$ cat config.mk
export PLATFORM = sky130hd
export DESIGN_NAME = trb_ctrl
export DESIGN_NICKNAME = d
export VERILOG_FILES = /design/src/trb_pkg.sv /design/src/trb_ctrl.sv
export VERILOG_INCLUDE_DIRS = /design/src /design/src/src
export SDC_FILE = /design/constraint.sdc
export NUM_CORES = 1
export LEC_CHECK = 0
export ABC_AREA = 1
export BUFFER_PORTS_ARGS = -buffer_cell sky130_fd_sc_hd__buf_4
export CAP_MARGIN = 20
export CORE_AREA = 2 2 39 41
export CTS_CLUSTER_DIAMETER = 80
export DETAILED_ROUTE_END_ITERATION = 10
export DIE_AREA = 0 0 41 43
export HOLD_SLACK_MARGIN = 0.15
export PLACE_DENSITY_LB_ADDON = 0.3
export SYNTH_ARGS = -nofsm -noshare
export SYNTH_HDL_FRONTEND = slang
export SYNTH_SLANG_ARGS = --single-unit
$ cat constraint.sdc
create_clock -name clk -period 2.1 [get_ports clk]
set_clock_uncertainty 0.15 [all_clocks]
set_input_delay 0.42 -clock clk [delete_from_list [all_inputs] [get_ports clk]]
set_output_delay 0.42 -clock clk [all_outputs]
set_load 0.05 [all_outputs]
$ cat src/timestamp_reorder_buffer_assert.svh
// Assertion macros shared by the reorder buffer modules
`ifndef TIMESTAMP_REORDER_BUFFER_ASSERT_SVH
`define TIMESTAMP_REORDER_BUFFER_ASSERT_SVH

// Same-cycle implication, checked outside reset
`define TRB_ASSERT_NOW(label, ante, cons, msg) \
  label: assert property (@(posedge clk) disable iff (rst) (ante) |-> (cons)) \
    else $error(msg);

// Next-cycle implication, checked outside reset
`define TRB_ASSERT_NEXT(label, ante, cons, msg) \
  label: assert property (@(posedge clk) disable iff (rst) (ante) |=> (cons)) \
    else $error(msg);

`endif

$ cat src/trb_pkg.sv
// Shared types, codes and constants of the timestamp reorder buffer
`timescale 1ns / 1ps
package trb_pkg;

  localparam int DEPTH_DEF     = 256;
  localparam int MAX_WIDTH_DEF = 8;

  localparam int TIME_W  = 48;
  localparam int TAG_W   = 40;
  localparam int LAT_W   = 24;
  localparam int IDX_W   = 8;
  localparam int STAT_W  = 2;
  localparam int SLOT_W  = 8;
  localparam int RET_W   = 4;
  localparam int OCC_W   = 9;
  localparam int CNT_W   = 48;
  localparam int RW_W    = 4;
  localparam int CADDR_W = 4;
  localparam int CDATA_W = 24;

  localparam logic [RW_W-1:0]  RETIRE_WIDTH_RST = 4'd4;
  localparam logic [LAT_W-1:0] MEM_DELAY_RST    = 24'd500000;

  localparam logic [CADDR_W-1:0] REG_RETIRE_WIDTH = 4'd0;
  localparam logic [CADDR_W-1:0] REG_MEM_DELAY    = 4'd1;

  localparam logic [STAT_W-1:0] ST_OK     = 2'd0;
  localparam logic [STAT_W-1:0] ST_FULL   = 2'd1;
  localparam logic [STAT_W-1:0] ST_ZOMBIE = 2'd2;
  localparam logic [STAT_W-1:0] ST_LOST   = 2'd3;

  typedef enum logic [1:0] {
    OP_TICK   = 2'd0,
    OP_INSERT = 2'd1,
    OP_WAKEUP = 2'd2,
    OP_REARM  = 2'd3
  } op_t;

  typedef struct packed {
    logic [TIME_W-1:0] birth;
    logic [TIME_W-1:0] ready;
    logic [TAG_W-1:0]  tag;
  } entry_t;

  typedef struct packed {
    logic load;
    logic now_inc;
    logic ins;
    logic rearm;
    logic set_full;
    logic set_zombie;
    logic wake_rd;
    logic wake_wr;
    logic wake_acc;
    logic head_rd;
    logic take_delta;
    logic retire;
    logic out_load;
  } trb_cmd_t;

  typedef struct packed {
    op_t  op;
    logic full;
    logic idx_ok;
    logic can_retire;
    logic head_ready;
    logic tag_match;
    logic out_free;
  } trb_sts_t;

endpackage

$ cat src/trb_ctrl.sv
// Sequencing state machine of the timestamp reorder buffer
`timescale 1ns / 1ps
`include "timestamp_reorder_buffer_assert.svh"
module trb_ctrl (
  input  logic              clk,
  input  logic              rst,
  input  logic              req_valid,
  output logic              req_ready,
  input  trb_pkg::trb_sts_t sts,
  output trb_pkg::trb_cmd_t cmd
);
  import trb_pkg::*;

  typedef enum logic [2:0] {
    S_IDLE,
    S_EXEC,
    S_RD,
    S_CHK,
    S_RET,
    S_WCHK,
    S_WACC,
    S_DONE
  } state_t;

  state_t state;
  state_t state_next;

  always_ff @(posedge clk) begin
    if (rst) begin
      state <= S_IDLE;
    end else begin
      state <= state_next;
    end
  end

  always_comb begin
    cmd        = '0;
    state_next = state;
    req_ready  = 1'b0;
    case (state)
      S_IDLE: begin
        req_ready = 1'b1;
        if (req_valid) begin
          cmd.load   = 1'b1;
          state_next = S_EXEC;
        end
      end
      S_EXEC: begin
        state_next = S_DONE;
        case (sts.op)
          OP_TICK: begin
            cmd.now_inc = 1'b1;
            state_next  = S_RD;
          end
          OP_INSERT: begin
            if (sts.full) begin
              cmd.set_full = 1'b1;
            end else begin
              cmd.ins = 1'b1;
            end
          end
          OP_WAKEUP: begin
            if (sts.idx_ok) begin
              cmd.wake_rd = 1'b1;
              state_next  = S_WCHK;
            end else begin
              cmd.set_zombie = 1'b1;
            end
          end
          OP_REARM: begin
            cmd.rearm = sts.idx_ok;
          end
          default: begin
            state_next = S_DONE;
          end
        endcase
      end
      S_RD: begin
        if (sts.can_retire) begin
          cmd.head_rd = 1'b1;
          state_next  = S_CHK;
        end else begin
          state_next = S_DONE;
        end
      end
      S_CHK: begin
        if (sts.head_ready) begin
          cmd.take_delta = 1'b1;
          state_next     = S_RET;
        end else begin
          state_next = S_DONE;
        end
      end
      S_RET: begin
        cmd.retire = 1'b1;
        state_next = S_RD;
      end
      S_WCHK: begin
        if (sts.tag_match) begin
          cmd.wake_wr = 1'b1;
          state_next  = S_WACC;
        end else begin
          cmd.set_zombie = 1'b1;
          state_next     = S_DONE;
        end
      end
      S_WACC: begin
        cmd.wake_acc = 1'b1;
        state_next   = S_DONE;
      end
      S_DONE: begin
        if (sts.out_free) begin
          cmd.out_load = 1'b1;
          state_next   = S_IDLE;
        end
      end
      default: begin
        state_next = S_IDLE;
      end
    endcase
  end

  `TRB_ASSERT_NOW(a_no_result_overwrite, cmd.out_load, sts.out_free, "result register overwritten")
  `TRB_ASSERT_NEXT(a_load_starts_exec, cmd.load, state == S_EXEC && !req_ready, "beat taken while busy")

endmodule

==> run_results.csv <==
group,metric,value,unit
die,dieArea,0.001763,mm²
power_and_ir_drop,internal-power,0.3440,mW
global_routing,grt-ovfl-total,0,
power_and_ir_drop,power_frac_clock,0.115,
detailed_routing,detailedRoute.firstIterationViolations,6,
layout,post_route_cells_drive_above_1_share,0.4211,
global_routing,initial_antenna_violation_count,0,
layout,layout_common_cells,"24 x sky130_fd_sc_hd__buf_4, 15 x sky130_fd_sc_hd__inv_1, 14 x sky130_fd_sc_hd__nand2_1",
yosys,synth_xor_xnor_area_share,0,
die,coreArea,0.001384,mm²
detailed_routing,routed_wl_per_cell,8.991,µm
yosys,yosys.area_share.simple,0.5222,
worst_hold_path,timing.hold.worst.class,"primary input to flop",
yosys,yosysUniqueCellTypes,18,
layout,registers.top_by_ff_count,"state",
yosys,yosys.area_share.adder,0,
yosys,netlist.area_leader.share,0.1519,
timing,max_slew.worst_pin.slew,0.4127,ns
place,hpwl,839.8,µm
layout,design_area,613.1,µm²
layout,finalNonFillerCells,111,
detailed_routing,avgViaCountPerCell,4.532,
yosys,synth_fp_nets,81,
clock_network,cts_tree,"yes",
yosys,mux_cell_area_share_after_synthesis,0,
clock_network,cts-buffers-inserted,3,
timing,timing.final.crit_period,1.932,ns
layout,area.growth.synth_to_final,55.06,%
global_routing,grt.total_usage,0.1264,
setup_path,timing.setup.critical_path_class,"flop to primary output",
clock_network,number_of_buffers_on_the_longest_clock_path,2,
detailed_routing,drc,0,
power_and_ir_drop,vdd_ir_drop_max,0.7293,mV
power_and_ir_drop,design_power_total,0.8507,mW
detailed_routing,number_of_iterations_in_the_first_detailed_routing_pass,4,
yosys,yosys_warnings,0,
layout,reg_top3,"state x3",
clock_network,insertion_delay_to_the_later_sink_of_the_worst_skew_pair,0.23,ns
power_and_ir_drop,proportion_of_total_power_due_to_net_switching,0.5957,
timing,max_slew_margin,0.7245,
yosys,yosysSeqAreaShare,0.1519,
layout,diodes,0,
clock_network,cts.clk_slew.worst_paths,0.04,ns
global_routing,number_of_global_route_vias_before_repair,430,
setup_path,worstSetupEndpointType,"primary output",
die,io-pin-count,25,
layout,nets,107,
yosys,synth_top_family_by_area,"simple AND/OR/NAND/NOR gates",
clock_network,cell_at_the_root_of_the_clock_tree,"sky130_fd_sc_hd__clkbuf_4",
place,port_buffer_cells,24,
power_and_ir_drop,pwr-share-seq,0.189,
power_and_ir_drop,p_switching,0.5068,mW
yosys,synth_area_per_cell,5.648,µm²
yosys,compound_cell_area_share_of_the_yosys_netlist,0.07278,
place,gpl.final_weighted_congestion,0.8130,
layout,layout_commonest_cell,"sky130_fd_sc_hd__buf_4",
yosys,synth.largest_area_cell,"sky130_fd_sc_hd__dfxtp_1",
setup_path,timing.critical_path.required,1.53,ns
timing,final_min_period_over_clock_period,0.9199,
place,post_dp_cell_area,580.6,µm²
yosys,synth.area.top_cells,"sky130_fd_sc_hd__dfxtp_1 15%, sky130_fd_sc_hd__inv_1 15%, sky130_fd_sc_hd__nand2_1 13%",
timing,timing_hold_violations_final,0,
layout,number_of_flip_flops_in_the_largest_register,3,
die,die_h,43,µm
clock_network,ctsHtreeMaxLevel,1,
clock_network,clock_sink_count,3,
die,num_rows,14,
timing,rsz_0062_raised_after_global_routing,"false",
setup_path,critical_path_peak_fanout,11,
setup_path,worstSetupStartpointType,"flop",
run,max_cap_viol_count,0,
die,initial_utilization,0.2857,
power_and_ir_drop,comb_power_share,0.695,
outcome,run_status,"finished clean",
global_routing,grt_start_max_net_pins,12,
setup_path,worst_ep_arrival_time,1.36,ns
yosys,post_synth_instance_area,395.4,µm²
timing,timing.fmax,517.7,MHz
yosys,cells_after_synthesis,70,
detailed_routing,antenna_violation_net_count_after_detailed_routing,0,
die,die_x,41,µm
yosys,ys_ff_latch,3,
global_routing,grt_first_pass_wirelength,1566,µm
timing,finalSetupViolCount,0,
timing,finalMaxSlewViolations,0,
clock_network,post-cts-setup-buffers,0,
power_and_ir_drop,power_density,1388,mW/mm²
detailed_routing,wl,998,µm
place,dpl.cell_count,107,
detailed_routing,dr_total_vias,503,
power_and_ir_drop,power.static_leakage,0.3550,nW
metrics by stage:
stage	utilization	TNS [ns]	setup slack [ns]	hold WS, ns
3_5_place_dp	0.4195	0	0.3020	0.5399
3_3_place_gp	0.4195	0	0.3554	0.5378
2_1_floorplan	-	-0.2465	-0.1180	0.4349
6_report	0.4430	0	0.1682	0.2960
4_1_cts	0.4385	0	0.05882	0.2958
5_1_grt	0.4430	0	0.01469	0.3044
cell type report:
class                           instances  area [µm²]
Fill cell                             154       770.7
Multi-Input combinational cell         47       256.5
Timing Repair Buffer                   24       180.2
Inverter                               17       67.56
Sequential cell                         3       62.56
Clock buffer                            4       26.28
Tap cell                               16       20.02
cell usage after synthesis, drive strengths merged:
master / instances
clkbuf: 1
nand4: 3
nand2: 16
o211ai: 2
nand3: 9
dfxtp: 3
nor4: 1
o21ai: 1
nor3: 4
inv: 17
buf: 2
a21oi: 1
nor3b: 1
nor2: 9
kinds of logic after synthesis:
| family | Yosys count |
|---|---|
| buffers and inverters | 20 |
| AO/OA/AOI/OAI | 4 |
| flip-flops | 3 |
| AND/OR/NAND/NOR | 43 |
power by group through the flow:
stage          logic, mW  clock network, mW  registers (mW)
2_1_floorplan      0.542                  0           0.108
3_5_place_dp       0.593                  0           0.150
3_3_place_gp       0.592                  0           0.148
5_1_grt            0.648              0.109           0.168
4_1_cts            0.595              0.103           0.150
6_report           0.592             0.0980           0.161
path summary, 6_finish.rpt:
kind            start        to  slack (ns)  depth (start not counted)
max          state[1]    cmd[2]        0.17                          3
min               rst  state[2]        0.30                          4
max reg2reg  state[2]  state[0]        0.78                          5
min reg2reg  state[0]  state[2]        0.58                          4
critical path, stage by stage, from the launching register on:
cell                      delay, ns
sky130_fd_sc_hd__dfxtp_1       0.56
sky130_fd_sc_hd__nand2_1       0.17
sky130_fd_sc_hd__nor3_1        0.17
sky130_fd_sc_hd__buf_4         0.23
repair_timing:
item                       CTS  global route
resized for setup            0             3
hold buffers                 0             0
setup endpoints to repair    0             2
routing by layer:
metal / global-route usage / vias to the layer above / wire, µm
li1: - / 269 / -
met1: 0.1506 / 218 / 417
met2: 0.2000 / 16 / 521
met3: 0.03665 / 0 / 59
met4: 0.05333 / 0 / 0
met5: 0 / - / 0
Note: power is estimated with default switching activity, not from simulation.
